## config.mk

```make
export PLATFORM = sky130hd
export DESIGN_NAME = aarch64_code_relocator_unit_flat
export DESIGN_NICKNAME = d
export VERILOG_FILES = /design/src/rtl/acr_pkg.sv /design/src/rtl/acr_ifs.sv /design/src/rtl/acr_front.sv /design/src/rtl/acr_queue.sv /design/src/rtl/acr_back.sv /design/src/rtl/aarch64_code_relocator_unit.sv /design/src/flat_wrapper.sv
export VERILOG_INCLUDE_DIRS = /design/src /design/src/rtl
export SDC_FILE = /design/constraint.sdc
export NUM_CORES = 1
export LEC_CHECK = 0
export BUFFER_PORTS_ARGS = -buffer_cell sky130_fd_sc_hd__buf_4
export CORE_MARGIN = 1
export CORE_UTILIZATION = 56
export CTS_CLUSTER_DIAMETER = 120
export DETAILED_ROUTE_END_ITERATION = 8
export GPL_ROUTABILITY_DRIVEN = 0
export PLACE_DENSITY_LB_ADDON = 0.1
export SLEW_MARGIN = 40
export SYNTH_ARGS = -nofsm -noshare
export SYNTH_HDL_FRONTEND = slang
export SYNTH_SLANG_ARGS = --single-unit
```

## constraint.sdc

```tcl
create_clock -name clk -period 12 [get_ports clk]
set_input_delay 1.2 -clock clk [delete_from_list [all_inputs] [get_ports clk]]
set_output_delay 1.2 -clock clk [all_outputs]
set_load 0.005 [all_outputs]
```

## src/rtl/aarch64_code_relocator_unit_macros.svh

```systemverilog
// Assertion helpers for the relocator sources; acr_queue is the one that uses them.
// Both sample on clk and stay quiet while arst_n is low.
`ifndef AARCH64_CODE_RELOCATOR_UNIT_MACROS_SVH
`define AARCH64_CODE_RELOCATOR_UNIT_MACROS_SVH

// The property must hold at every clock edge out of reset.
`define ACR_ASSERT(label, prop, msg) \
	label: assert property (@(posedge clk) disable iff (!arst_n) (prop)) else $error(msg);

// The expression must never be true at a clock edge out of reset.
`define ACR_NEVER(label, expr, msg) \
	label: assert property (@(posedge clk) disable iff (!arst_n) !(expr)) else $error(msg);

`endif

```

## src/rtl/acr_pkg.sv

```systemverilog
package acr_pkg;

	localparam logic [1:0] ST_OK    = 2'd0;
	localparam logic [1:0] ST_UNSUP = 2'd1;
	localparam logic [1:0] ST_SMALL = 2'd2;

	localparam int CFG_IDX_W = 8;
	localparam logic [CFG_IDX_W-1:0] CFG_CAPACITY = 8'd0;
	localparam logic [CFG_IDX_W-1:0] CFG_SCRATCH  = 8'd1;

	localparam logic [9:0]  CAPACITY_RESET = 10'd20;
	localparam logic [31:0] SCRATCH_RESET  = 32'h0000_fe00;

	localparam logic [8:0] OP_MOVZ = 9'h1a5;
	localparam logic [8:0] OP_MOVK = 9'h1e5;

	typedef struct packed {
		logic        expand;
		logic [31:0] word;
		logic [1:0]  status;
		logic [31:0] free_regs;
		logic [4:0]  reg_idx;
		logic [63:0] target;
	} acr_entry_t;

	function automatic logic [31:0] wide_move(logic [8:0] opc, logic [4:0] rd,
		logic [1:0] hw, logic [15:0] imm);
		return {opc, hw, imm, rd};
	endfunction

	function automatic logic [4:0] lowest_index(logic [31:0] m);
		logic [31:0] iso;
		logic [4:0]  idx;
		iso = m & (~m + 32'd1);
		idx = '0;
		for (int i = 0; i < 32; i++) begin
			if (iso[i]) begin
				idx = idx | 5'(i);
			end
		end
		return idx;
	endfunction

endpackage

```

## src/rtl/acr_ifs.sv

```systemverilog
interface acr_in_if;
	logic        valid;
	logic        ready;
	logic [31:0] instruction;
	logic [63:0] inst_address;
	logic        start_req;
	modport source(output valid, output instruction, output inst_address, output start_req,
		input ready);
	modport sink(input valid, input instruction, input inst_address, input start_req,
		output ready);
endinterface

interface acr_out_if;
	logic        valid;
	logic        ready;
	logic [31:0] code_word;
	logic [1:0]  status;
	logic        last;
	logic [31:0] free_regs;
	logic [4:0]  jump_reg;
	logic        no_free_reg;
	modport source(output valid, output code_word, output status, output last,
		output free_regs, output jump_reg, output no_free_reg, input ready);
	modport sink(input valid, input code_word, input status, input last,
		input free_regs, input jump_reg, input no_free_reg, output ready);
endinterface

interface acr_cfg_if import acr_pkg::*; ();
	logic                 valid;
	logic                 ready;
	logic [CFG_IDX_W-1:0] index;
	logic [31:0]          data;
	modport source(output valid, output index, output data, input ready);
	modport sink(input valid, input index, input data, output ready);
endinterface

```

## src/rtl/acr_front.sv

```systemverilog
module acr_front import acr_pkg::*; (
	input  logic       clk,
	input  logic       arst_n,
	acr_in_if.sink     req,
	acr_cfg_if.sink    cfg,
	input  logic       q_ready,
	output logic       push,
	output acr_entry_t push_entry
);

	logic [9:0]  cap_q;
	logic [31:0] scratch_q;
	logic [31:0] free_mask_q;
	logic [9:0]  words_used_q;

	logic [31:0] inst;
	logic [31:0] top;
	logic        is_stp, is_cmp, is_mov, is_adrp, supported;
	logic [4:0]  clr_reg;
	logic        clr_en;
	logic [31:0] fm_base, fm_new;
	logic [9:0]  wu_base;
	logic [10:0] sum;
	logic        too_small;
	logic [20:0] imm21;
	logic [63:0] off;
	logic [63:0] target;

	assign req.ready = q_ready;
	assign cfg.ready = 1'b1;
	assign push      = req.valid && q_ready;

	assign inst = req.instruction;
	assign top  = inst & 32'hffc0_0000;

	always_comb begin
		is_stp  = 1'b0;
		is_cmp  = 1'b0;
		is_mov  = 1'b0;
		is_adrp = 1'b0;
		priority if (top == 32'ha880_0000 || top == 32'ha980_0000 || top == 32'ha900_0000) begin
			is_stp = 1'b1;
		end else if ((inst & 32'h7fc0_001f) == 32'h6b00_001f) begin
			is_cmp = 1'b1;
		end else if ((inst & 32'h7f80_0000) == 32'h7280_0000 ||
			(inst & 32'h7fe0_ffe0) == 32'h2a00_03e0 ||
			(inst & 32'h7fff_fc00) == 32'h1100_0000 ||
			(inst & 32'h7f80_0000) == 32'h5280_0000 ||
			(inst & 32'hbfe0_0400) == 32'hb840_0400 ||
			(inst & 32'hbfc0_0000) == 32'hb940_0000) begin
			is_mov = 1'b1;
		end else if ((inst & 32'h9f00_0000) == 32'h9000_0000) begin
			is_adrp = 1'b1;
		end else begin
			is_adrp = 1'b0;
		end
	end

	assign supported = is_stp || is_cmp || is_mov || is_adrp;
	assign clr_reg   = is_stp ? inst[9:5] : inst[4:0];
	assign clr_en    = is_stp || is_mov || is_adrp;

	assign fm_base   = req.start_req ? scratch_q : free_mask_q;
	assign wu_base   = req.start_req ? 10'd0 : words_used_q;
	assign fm_new    = clr_en ? (fm_base & ~(32'd1 << clr_reg)) : fm_base;
	assign sum       = {1'b0, wu_base} + (is_adrp ? 11'd4 : 11'd1);
	assign too_small = sum > {1'b0, cap_q};

	assign imm21  = {inst[23:5], inst[30:29]};
	assign off    = {{31{imm21[20]}}, imm21, 12'h000};
	assign target = {req.inst_address[63:12], 12'h000} + off;

	always_comb begin
		push_entry.reg_idx = inst[4:0];
		push_entry.target  = target;
		if (!supported) begin
			push_entry.expand    = 1'b0;
			push_entry.word      = '0;
			push_entry.status    = ST_UNSUP;
			push_entry.free_regs = fm_base;
		end else if (too_small) begin
			push_entry.expand    = 1'b0;
			push_entry.word      = '0;
			push_entry.status    = ST_SMALL;
			push_entry.free_regs = fm_new;
		end else begin
			push_entry.expand    = is_adrp;
			push_entry.word      = inst;
			push_entry.status    = ST_OK;
			push_entry.free_regs = fm_new;
		end
	end

	always_ff @(posedge clk or negedge arst_n) begin
		if (!arst_n) begin
			cap_q        <= CAPACITY_RESET;
			scratch_q    <= SCRATCH_RESET;
			free_mask_q  <= SCRATCH_RESET;
			words_used_q <= '0;
		end else begin
			if (cfg.valid) begin
				unique case (cfg.index)
					CFG_CAPACITY: cap_q     <= cfg.data[9:0];
					CFG_SCRATCH:  scratch_q <= cfg.data;
					default:      cap_q     <= cap_q;
				endcase
			end
			if (push) begin
				free_mask_q  <= supported ? fm_new : fm_base;
				words_used_q <= (supported && !too_small) ? sum[9:0] : wu_base;
			end
		end
	end

endmodule

```

## src/rtl/acr_queue.sv

```systemverilog
`include "aarch64_code_relocator_unit_macros.svh"

module acr_queue import acr_pkg::*; #(
	parameter int DEPTH = 2
) (
	input  logic       clk,
	input  logic       arst_n,
	input  logic       push,
	input  acr_entry_t push_entry,
	output logic       not_full,
	input  logic       pop,
	output logic       head_valid,
	output acr_entry_t head
);

	localparam int PTR_W = (DEPTH > 1) ? $clog2(DEPTH) : 1;
	localparam int CNT_W = $clog2(DEPTH + 1);

	acr_entry_t       mem_q [DEPTH];
	logic [PTR_W-1:0] wr_ptr_q, rd_ptr_q;
	logic [CNT_W-1:0] count_q;

	assign not_full   = count_q != CNT_W'(DEPTH);
	assign head_valid = count_q != '0;
	assign head       = mem_q[rd_ptr_q];

	function automatic logic [PTR_W-1:0] next_ptr(logic [PTR_W-1:0] p);
		return (p == PTR_W'(DEPTH - 1)) ? '0 : p + 1'b1;
	endfunction

	always_ff @(posedge clk) begin
		if (push) begin
			mem_q[wr_ptr_q] <= push_entry;
		end
	end

	always_ff @(posedge clk or negedge arst_n) begin
		if (!arst_n) begin
			wr_ptr_q <= '0;
			rd_ptr_q <= '0;
			count_q  <= '0;
		end else begin
			if (push) begin
				wr_ptr_q <= next_ptr(wr_ptr_q);
			end
			if (pop) begin
				rd_ptr_q <= next_ptr(rd_ptr_q);
			end
			if (push && !pop) begin
				count_q <= count_q + 1'b1;
			end else if (pop && !push) begin
				count_q <= count_q - 1'b1;
			end
		end
	end

	`ACR_NEVER(a_push_when_full, push && !not_full, "push into a full queue")
	`ACR_NEVER(a_pop_when_empty, pop && !head_valid, "pop from an empty queue")
	`ACR_ASSERT(a_count_grows, (push && !pop) |=> count_q == $past(count_q) + 1'b1, "count did not grow")

endmodule

```

## src/rtl/acr_back.sv

```systemverilog
module acr_back import acr_pkg::*; (
	input  logic       clk,
	input  logic       arst_n,
	input  logic       head_valid,
	input  acr_entry_t head,
	output logic       pop,
	acr_out_if.source  rsp
);

	logic        valid_q;
	logic [1:0]  beat_q;
	logic        load;
	logic        last_beat;
	logic [15:0] slice;
	logic [31:0] word;
	logic [31:0] code_word_q;
	logic [1:0]  status_q;
	logic        last_q;
	logic [31:0] free_regs_q;
	logic [4:0]  jump_reg_q;
	logic        no_free_q;

	assign load      = head_valid && (!valid_q || rsp.ready);
	assign last_beat = !head.expand || beat_q == 2'd3;
	assign pop       = load && last_beat;

	always_comb begin
		unique case (beat_q)
			2'd0: slice = head.target[63:48];
			2'd1: slice = head.target[47:32];
			2'd2: slice = head.target[31:16];
			2'd3: slice = head.target[15:0];
			default: slice = head.target[15:0];
		endcase
	end

	assign word = head.expand ?
		wide_move((beat_q == 2'd0) ? OP_MOVZ : OP_MOVK, head.reg_idx, ~beat_q, slice) :
		head.word;

	always_ff @(posedge clk or negedge arst_n) begin
		if (!arst_n) begin
			valid_q <= 1'b0;
			beat_q  <= '0;
		end else if (load) begin
			valid_q <= 1'b1;
			beat_q  <= last_beat ? 2'd0 : beat_q + 2'd1;
		end else if (rsp.ready) begin
			valid_q <= 1'b0;
		end
	end

	always_ff @(posedge clk) begin
		if (load) begin
			code_word_q <= word;
			status_q    <= head.status;
			last_q      <= last_beat;
			free_regs_q <= head.free_regs;
			jump_reg_q  <= lowest_index(head.free_regs);
			no_free_q   <= head.free_regs == '0;
		end
	end

	assign rsp.valid       = valid_q;
	assign rsp.code_word   = code_word_q;
	assign rsp.status      = status_q;
	assign rsp.last        = last_q;
	assign rsp.free_regs   = free_regs_q;
	assign rsp.jump_reg    = jump_reg_q;
	assign rsp.no_free_reg = no_free_q;

endmodule

```

## src/rtl/aarch64_code_relocator_unit.sv

```systemverilog
// The relocator takes one instruction beat per cycle on req while its queue has room, and
// returns one or more result beats on rsp, the final one marked by last. STP, CMP, MOV, MOVK
// and LDR forms, unsupported words and buffer-full reports give a single result beat; ADRP
// gives four (MOVZ then three MOVK), so an ADRP holds the output until all four of its beats
// are taken, stepped by the output beat counter. Other instructions are served at one per
// cycle while rsp is ready. The first result beat is offered on rsp once its instruction has
// been written into the queue and then loaded into the output registers. A small queue
// between the decoder and the output stage lets req keep taking beats while rsp is stalled,
// until the queue fills. Register writes on cfg are always accepted and should only be made
// while no result is outstanding.
module aarch64_code_relocator_unit import acr_pkg::*; #(
	parameter int QUEUE_DEPTH = 2
) (
	input  logic      clk,
	input  logic      arst_n,
	acr_in_if.sink    req,
	acr_out_if.source rsp,
	acr_cfg_if.sink   cfg
);

	logic       push, not_full, pop, head_valid;
	acr_entry_t push_entry, head;

	acr_front u_front (
		.clk        (clk),
		.arst_n     (arst_n),
		.req        (req),
		.cfg        (cfg),
		.q_ready    (not_full),
		.push       (push),
		.push_entry (push_entry)
	);

	acr_queue #(
		.DEPTH (QUEUE_DEPTH)
	) u_queue (
		.clk        (clk),
		.arst_n     (arst_n),
		.push       (push),
		.push_entry (push_entry),
		.not_full   (not_full),
		.pop        (pop),
		.head_valid (head_valid),
		.head       (head)
	);

	acr_back u_back (
		.clk        (clk),
		.arst_n     (arst_n),
		.head_valid (head_valid),
		.head       (head),
		.pop        (pop),
		.rsp        (rsp)
	);

endmodule
```

## src/flat_wrapper.sv

```systemverilog
// flat-port wrapper written by rule: the top's interface ports become plain ports
module aarch64_code_relocator_unit_flat import acr_pkg::*;
#(
	parameter int QUEUE_DEPTH = 2
)
  (clk, arst_n, req_valid, req_instruction, req_inst_address, req_start_req, req_ready, rsp_valid, rsp_code_word, rsp_status, rsp_last, rsp_free_regs, rsp_jump_reg, rsp_no_free_reg, rsp_ready, cfg_valid, cfg_index, cfg_data, cfg_ready);
  acr_in_if req_i ();
  acr_out_if rsp_i ();
  acr_cfg_if cfg_i ();
  input  logic clk;
  input  logic arst_n;
  input wire logic [$bits(req_i.valid)-1:0] req_valid;
  input wire logic [$bits(req_i.instruction)-1:0] req_instruction;
  input wire logic [$bits(req_i.inst_address)-1:0] req_inst_address;
  input wire logic [$bits(req_i.start_req)-1:0] req_start_req;
  output wire logic [$bits(req_i.ready)-1:0] req_ready;
  output wire logic [$bits(rsp_i.valid)-1:0] rsp_valid;
  output wire logic [$bits(rsp_i.code_word)-1:0] rsp_code_word;
  output wire logic [$bits(rsp_i.status)-1:0] rsp_status;
  output wire logic [$bits(rsp_i.last)-1:0] rsp_last;
  output wire logic [$bits(rsp_i.free_regs)-1:0] rsp_free_regs;
  output wire logic [$bits(rsp_i.jump_reg)-1:0] rsp_jump_reg;
  output wire logic [$bits(rsp_i.no_free_reg)-1:0] rsp_no_free_reg;
  input wire logic [$bits(rsp_i.ready)-1:0] rsp_ready;
  input wire logic [$bits(cfg_i.valid)-1:0] cfg_valid;
  input wire logic [$bits(cfg_i.index)-1:0] cfg_index;
  input wire logic [$bits(cfg_i.data)-1:0] cfg_data;
  output wire logic [$bits(cfg_i.ready)-1:0] cfg_ready;
  assign req_i.valid = req_valid;
  assign req_i.instruction = req_instruction;
  assign req_i.inst_address = req_inst_address;
  assign req_i.start_req = req_start_req;
  assign req_ready = req_i.ready;
  assign rsp_valid = rsp_i.valid;
  assign rsp_code_word = rsp_i.code_word;
  assign rsp_status = rsp_i.status;
  assign rsp_last = rsp_i.last;
  assign rsp_free_regs = rsp_i.free_regs;
  assign rsp_jump_reg = rsp_i.jump_reg;
  assign rsp_no_free_reg = rsp_i.no_free_reg;
  assign rsp_i.ready = rsp_ready;
  assign cfg_i.valid = cfg_valid;
  assign cfg_i.index = cfg_index;
  assign cfg_i.data = cfg_data;
  assign cfg_ready = cfg_i.ready;
  aarch64_code_relocator_unit #(.QUEUE_DEPTH(QUEUE_DEPTH)) u_core (.clk(clk), .arst_n(arst_n), .req(req_i), .rsp(rsp_i), .cfg(cfg_i));
endmodule
```

==> out/summary.txt, run 1 <==
result of the run -> completed
final hold slack -> 0.481 ns
Via Count -> 14,500
DRC errors left -> 0
sort of element at the start of the critical path -> input pin
type of the tightest min-delay check -> reg -> reg
area leader, netlist -> edfxtp_1
clock sink total -> 412
share of synthesized cell area in full adder, half adder and majority cells -> 4.33%
final cell utilization of the core -> 65.6%
worst setup slack for register-to-register paths -> 7.86 ns
TritonCTS clock tree -> yes
later-pin clock latency in the skew report -> 0.55 ns
average footprint of a synthesized cell -> 11.9 µm²
Starting Density -> 56.7%
Setup WS pre-CTS -> 6.45 ns
cell types occupying the most area after synthesis -> edfxtp_1 (47%), dfrtp_1 (9.1%), mux2_2 (4.7%)
die outline height -> 194 µm
commonest register cell after synthesis -> edfxtp_1
Post-CTS Hold Buffers -> 0
main combinational cell family by area after synthesis -> compound AO/OA/AOI/OAI gates
Hold Vio Cnt, Final -> 0
Routed WL per cell -> 20.6 µm
number of H-tree branching levels -> 2
Total Die Area -> 37,700 µm²
antenna violations before repair -> 1
flop and latch count out of synthesis -> 412
number of I/O pins -> 218
crit end category -> register
wire length of the first global-routing pass -> 77.3 mm
reported leakage power -> 9.57 nW
dpl cells -> 2,352
startpoint of the lowest-slack register-to-register path -> u_core.u_front.words_used_q[2]
post-route fraction of the period consumed by the critical path -> 42.4%
total of max-cap violations -> 0
Die Wd -> 194 µm
Biggest register -> u_core.u_queue.mem_q
Crit path arrival time -> 5.47 ns
xor and xnor area share after synthesis -> 2.41%
Post-Synthesis Cells -> 1,740
antenna diode count -> 0
Final Cell Area -> 24,000 µm²
total negative slack for setup checks -> 0 ns
capturing point of the worst reg2reg path -> u_core.u_queue.mem_q[0][130]
achievable frequency -> 197 MHz
Max Root-Sink Buffers -> 3
number of cells upsized or downsized after cts -> 0
EDFF count, synth -> 321
Floorplan Core Area -> 36,500 µm²
fin. max-slew vios -> 0
antenna viol nets, final -> 0
flip-flop count of the largest register, all copies and words added -> 248
area post-placement -> 22,700 µm²
share of layout cells above drive strength 1 -> 20.9%
DRC marker count from the first detailed-route iteration -> 1,254
area added between synthesis and finish -> 15.8%
Final Non-Filler Cells -> 2,428
Total Routing Usage GR -> 26.4%
WHS Path Cells -> 2
clock input transition at the sequential cells of the worst setup and hold paths -> 0.06 ns
pin count of the biggest net entering global routing -> 84
slew at the pin closest to its max-slew limit -> 0.872 ns
total length of routed wires -> 49.9 mm
setup fix buffers added after clock tree synthesis -> 0
Clock Skew -> 0.0228 ns
Final #Nets -> 2,141
share of the synthesized area in the top cell type -> 46.6%
highest net fanout along the worst path -> 29
Detailed Routing Iterations Pass 1 -> 5
Final Setup Violations -> 0
yosys warns -> 0
Slew Limit Headroom -> 41.5%
Final min period -> 5.09 ns
origin of the worst min-delay path -> u_core.u_front.free_mask_q[20]
IR Drop Worst-Case VDD -> 0.000126 V
TritonCTS Buffers -> 42
fraction of synthesized area in multiplexers -> 9.42%
category of the most critical setup path -> in -> reg
power per unit of standard cell area -> 201 nW/µm²
portion of the post-synthesis area used by sequential elements -> 57.7%
Endpoint, Worst Hold -> u_core.u_front.free_mask_q[20]
via density per instance -> 5.98
compound-cell area share of the yosys netlist -> 12.3%
simple-gate portion of the synthesized area -> 11.5%
clk root buf -> clkbuf_16
number of cells on the worst reg-to-reg path -> 16
via count of the first global-routing pass -> 14,000
num rows -> 70
detailed placement HPWL -> 35.6 mm
setup repair after global routing missed its margin -> no
setup ws final -> 6.91 ns
CP Data Required Time -> 12.39 ns
count of buffers inserted at the top-level ports -> 204
Post-Syn Area -> 20,700 µm²
count of cell types in the netlist -> 81
overall overflow remaining after global route -> 0
PnR Total Power -> 4.83 mW
proportion of register bits with asynchronous set or reset after synthesis -> 22.1%
fill cell instance count of the final layout -> 2,798
-- cells in the mapped netlist (5+ instances only) --
master,count
a211oi_1,13
o21ai_1,7
nand2_1,131
nand2b_1,16
inv_1,46
a21o_1,26
nor4_1,7
xor2_1,22
buf_4,7
dfrtp_1,75
nor2b_1,25
clkbuf_1,49
nor3b_1,9
edfxtp_1,321
xnor2_1,35
a31oi_1,9
o211ai_1,18
nand4_1,16
and3_1,12
nor3_1,27
o21bai_1,9
a22oi_1,5
a221oi_1,17
a21oi_1,124
o21ai_0,116
buf_2,13
o21a_1,9
mux2_2,87
mux2i_1,97
dfstp_2,16
nand3b_1,6
nor2_1,149
nand3_1,24
and2_1,36
ha_1,70
-- cell usage in the layout, fill, tap and decap left out, types with 6 or more instances in the layout --
master,synthesis,layout
nor2b_1,25,25
and2_1,36,36
nor3b_1,9,9
nor2_1,149,147
a21oi_1,124,124
o21bai_1,9,9
mux2_2,87,87
xor2_1,22,22
edfxtp_1,321,321
mux2i_1,97,96
o211ai_1,18,18
clkbuf_16,0,42
and3_1,12,11
nand2_1,131,131
a221oi_1,17,17
dfstp_2,16,16
o21ai_1,7,7
nand2b_1,16,16
a211oi_1,13,13
nor3_1,27,27
nand3b_1,6,6
o21ai_0,116,116
nand3_1,24,24
ha_1,70,69
o21a_1,9,8
buf_4,7,210
nand4_1,16,16
a31oi_1,9,9
nor4_1,7,7
a21o_1,26,26
xnor2_1,35,35
dfrtp_1,75,74
clkbuf_1,49,15
inv_1,46,45
-- cell type report --
type	instances	area, µm²	area share, %
Multi-Input combinational cell	1209	8310	34.7
Timing Repair Buffer	217	1670	6.98
Tap cell	468	586	2.44
Inverter	46	173	0.720
Clock buffer	62	1180	4.91
Sequential cell	412	11900	49.8
Clock inverter	14	108	0.449
-- how the worst max path moves through the flow --
stage,cells past startpoint,slack [ns],from,to
final,20,6.91,req_instruction[26],u_core.u_queue.mem_q[0][130]
after global routing,20,6.49,req_instruction[26],u_core.u_queue.mem_q[1][111]
after CTS,20,6.98,req_instruction[26],u_core.u_queue.mem_q[0][130]
after detailed placement,20,6.45,req_instruction[26],u_core.u_queue.mem_q[0][130]
after global placement,20,6.43,req_instruction[26],u_core.u_queue.mem_q[0][130]
after floorplan,3,4.67,req_valid,u_core.u_queue.mem_q[0][100]
-- cell families (layout without fill, tap and decap cells) --
kind of cell,after synthesis,count (layout)
xor+xnor,57,57
simple gates,489,489
fa+ha+maj,71,71
other cells,2,3
buf+inv,120,339
compound gates,405,405
mux,184,184
flops,412,412
-- metal layers --
layer	global-route usage [%]	share of wire (%)	wire length (µm)	up-vias
li1	-	-	-	6865
met1	38.9	45	22600	7041
met2	40.7	45	22400	545
met3	4.33	7.3	3670	79
met4	7.50	2.5	1250	0
met5	0	0	0	-
-- where the power goes --
group          internal (mW)  total, mW  switching [mW]
Sequential              2.03       2.17           0.146
Clock                  0.701       1.22           0.523
Combinational          0.581       1.43           0.849
Total                   3.31       4.83            1.52
-- critical path, cell delays in order --
cell       delay, ns
buf_4           0.12
nor3b_1         0.22
and2_1          0.20
nand2_1         0.25
ha_1            0.32
ha_1            0.20
a21oi_1         0.14
nor2b_1         0.09
and3_1          0.22
nand3_1         0.15
xor2_1          0.17
nor2_1          0.08
ha_1            0.35
a21o_1          0.17
a211oi_1        0.23
o211ai_1        0.15
o2bb2ai_2       0.28
nor2_2          0.31
buf_4           0.36
and2_1          0.21
Note: power is estimated with default switching activity, not from simulation.
==> inputs of run 2 (changes only) <==
--- a/config.mk
+++ b/config.mk
@@ -8,7 +8,7 @@
 export LEC_CHECK = 0
 export BUFFER_PORTS_ARGS = -buffer_cell sky130_fd_sc_hd__buf_4
 export CORE_MARGIN = 1
-export CORE_UTILIZATION = 56
+export CORE_UTILIZATION = 54
 export CTS_CLUSTER_DIAMETER = 120
 export DETAILED_ROUTE_END_ITERATION = 8
 export GPL_ROUTABILITY_DRIVEN = 0
==> constraint.sdc (replaced) <==
create_clock -name clk -period 4.2 [get_ports clk]
set_input_delay 0.42 -clock clk [delete_from_list [all_inputs] [get_ports clk]]
set_output_delay 0.42 -clock clk [all_outputs]
set_load 0.005 [all_outputs]
==> out/summary.txt, run 2 (synthesis results as in run 1) <==
TritonCTS Buffers -> 42
Hold Vio Cnt, Final -> 0
share of layout cells above drive strength 1 -> 21.9%
Slew Limit Headroom -> 38.7%
antenna violations before repair -> 1
antenna viol nets, final -> 0
clock input transition at the sequential cells of the worst setup and hold paths -> 0.06 ns
num rows -> 71
wire length on met2 -> 22.0 mm
Max Root-Sink Buffers -> 3
dpl cells -> 2,425
via count of the first global-routing pass -> 13,800
total negative slack for setup checks -> 0 ns
clock sink total -> 412
area post-placement -> 23,000 µm²
Detailed Routing Iterations Pass 1 -> 6
number of I/O pins -> 218
wire length of the first global-routing pass -> 77.4 mm
most frequent cells in the layout -> edfxtp_1 (321), buf_4 (241), nor2_1 (147), nand2_1 (130), a21oi_1 (124)
setup ws final -> 0.325 ns
number of H-tree branching levels -> 2
Crit path arrival time -> 4.35 ns
Final min period -> 3.88 ns
type of the tightest min-delay check -> in -> reg
Reg area -> 11,900 µm²
die outline height -> 198 µm
final cell utilization of the core -> 64.4%
setup repair after global routing missed its margin -> no
IR Drop Worst-Case VDD -> 0.000437 V
area added between synthesis and finish -> 17.2%
Final Non-Filler Cells -> 2,503
Clock Skew -> 0.0325 ns
post-route fraction of the period consumed by the critical path -> 92.3%
clk root buf -> clkbuf_16
Biggest register -> u_core.u_queue.mem_q
PnR Total Power -> 13.7 mW
via density per instance -> 5.85
Setup WS pre-CTS -> -0.288 ns
Final Setup Violations -> 0
reported leakage power -> 9.71 nW
final hold slack -> 0.0972 ns
total of max-cap violations -> 0
power per unit of standard cell area -> 564 nW/µm²
setup fix buffers added after clock tree synthesis -> 0
Final #Nets -> 2,173
achievable frequency -> 258 MHz
Final Cell Area -> 24,300 µm²
count of buffers inserted at the top-level ports -> 204
result of the run -> completed
category of the most critical setup path -> in -> reg
flip-flop count of the largest register, all copies and words added -> 248
TritonCTS clock tree -> yes
Total Die Area -> 39,100 µm²
Starting Density -> 55.0%
fin. max-slew vios -> 0
later-pin clock latency in the skew report -> 0.55 ns
DRC marker count from the first detailed-route iteration -> 1,371
max layer used -> met4
Met3 Wirelength -> 3.78 mm
Floorplan Core Area -> 37,700 µm²
Routed WL per cell -> 20.3 µm
fill cell instance count of the final layout -> 2,940
Multi-input gate area -> 8310 µm²
highest net fanout along the worst path -> 4
overall overflow remaining after global route -> 0
sort of element at the start of the critical path -> input pin
detailed placement HPWL -> 37.0 mm
CP Data Required Time -> 4.68 ns
Die Wd -> 198 µm
Via Count -> 14,600
slew at the pin closest to its max-slew limit -> 0.919 ns
pin count of the biggest net entering global routing -> 70
most common cell after layout, fill and taps aside -> edfxtp_1
crit end category -> register
total length of routed wires -> 50.8 mm
Total Routing Usage GR -> 25.9%
M1 wire length -> 24.2 mm
DRC errors left -> 0
-- run 2: cell count changes in the layout (fill, tap and decap cells not counted), moves of 4 or more --
cell	previous run	this run
buf_12	2	6
clkbuf_8	5	1
buf_4	210	241
buf_6	5	0
clkinv_1	5	9
-- run 2: worst max-delay path, cell delays in order --
cell and delay (ns):
buf_4 0.11, nor3b_1 0.18, buf_4 0.15, and2_1 0.17
nand2_2 0.15, ha_1 0.27, ha_1 0.20, a21oi_1 0.16
nor2b_1 0.08, and3_1 0.17, nand3_1 0.13, xor2_1 0.16
nor2_1 0.08, ha_1 0.32, a21o_1 0.17, a211oi_1 0.25
o211ai_1 0.14, o2bb2ai_2 0.19, buf_4 0.16, nor3_4 0.18
a21oi_1 0.11, a311oi_1 0.27, a21o_1 0.11
-- run 2: final timing paths --
check | from | end | slack [ns] | cells after the start
min reg2reg | u_core.u_front.free_mask_q[22] | u_core.u_front.free_mask_q[22] | 0.48 | 2
max in group asynchronous | arst_n | u_core.u_front.scratch_q[14] | 2.68 | 3
min | cfg_data[1] | u_core.u_front.cap_q[1] | 0.1 | 3
max | req_instruction[26] | u_core.u_front.words_used_q[7] | 0.32 | 23
max reg2reg | u_core.u_front.words_used_q[0] | u_core.u_front.words_used_q[7] | 0.54 | 19
min in group asynchronous | arst_n | u_core.u_front.scratch_q[19] | 0.48 | 2
-- run 2: routing by layer --
| metal | up-vias | track usage (%) |
|---|---|---|
| li1 | 6928 | - |
| met1 | 7092 | 40.8 |
| met2 | 552 | 38.0 |
| met3 | 62 | 3.56 |
| met4 | 0 | 5.46 |
| met5 | - | 0 |
-- run 2: where the power goes --
| group | switching (mW) | internal [mW] | total (mW) |
|---|---|---|---|
| sequential | 0.415 | 5.79 | 6.20 |
| clock | 1.48 | 1.88 | 3.36 |
| combinational | 2.43 | 1.69 | 4.11 |
| total | 4.33 | 9.35 | 13.7 |
-- run 2: what timing repair did --
item / 4_1_cts / 5_1_grt
hold buffers: 1 / 0
gates resized for setup: 0 / 1
hold endpoints to repair: 43 / 0
endpoints found under the setup margin: 0 / 2
-- run 2: final cells by class --
class	instances	area share [%]
flip-flops and latches	412	49.2
multi-input cells	1209	34.3
repair buffers	249	8.11
clock buffers	58	4.62
well taps	511	2.64
inverters	46	0.712
clock inverters	17	0.438
diodes	1	0.0103
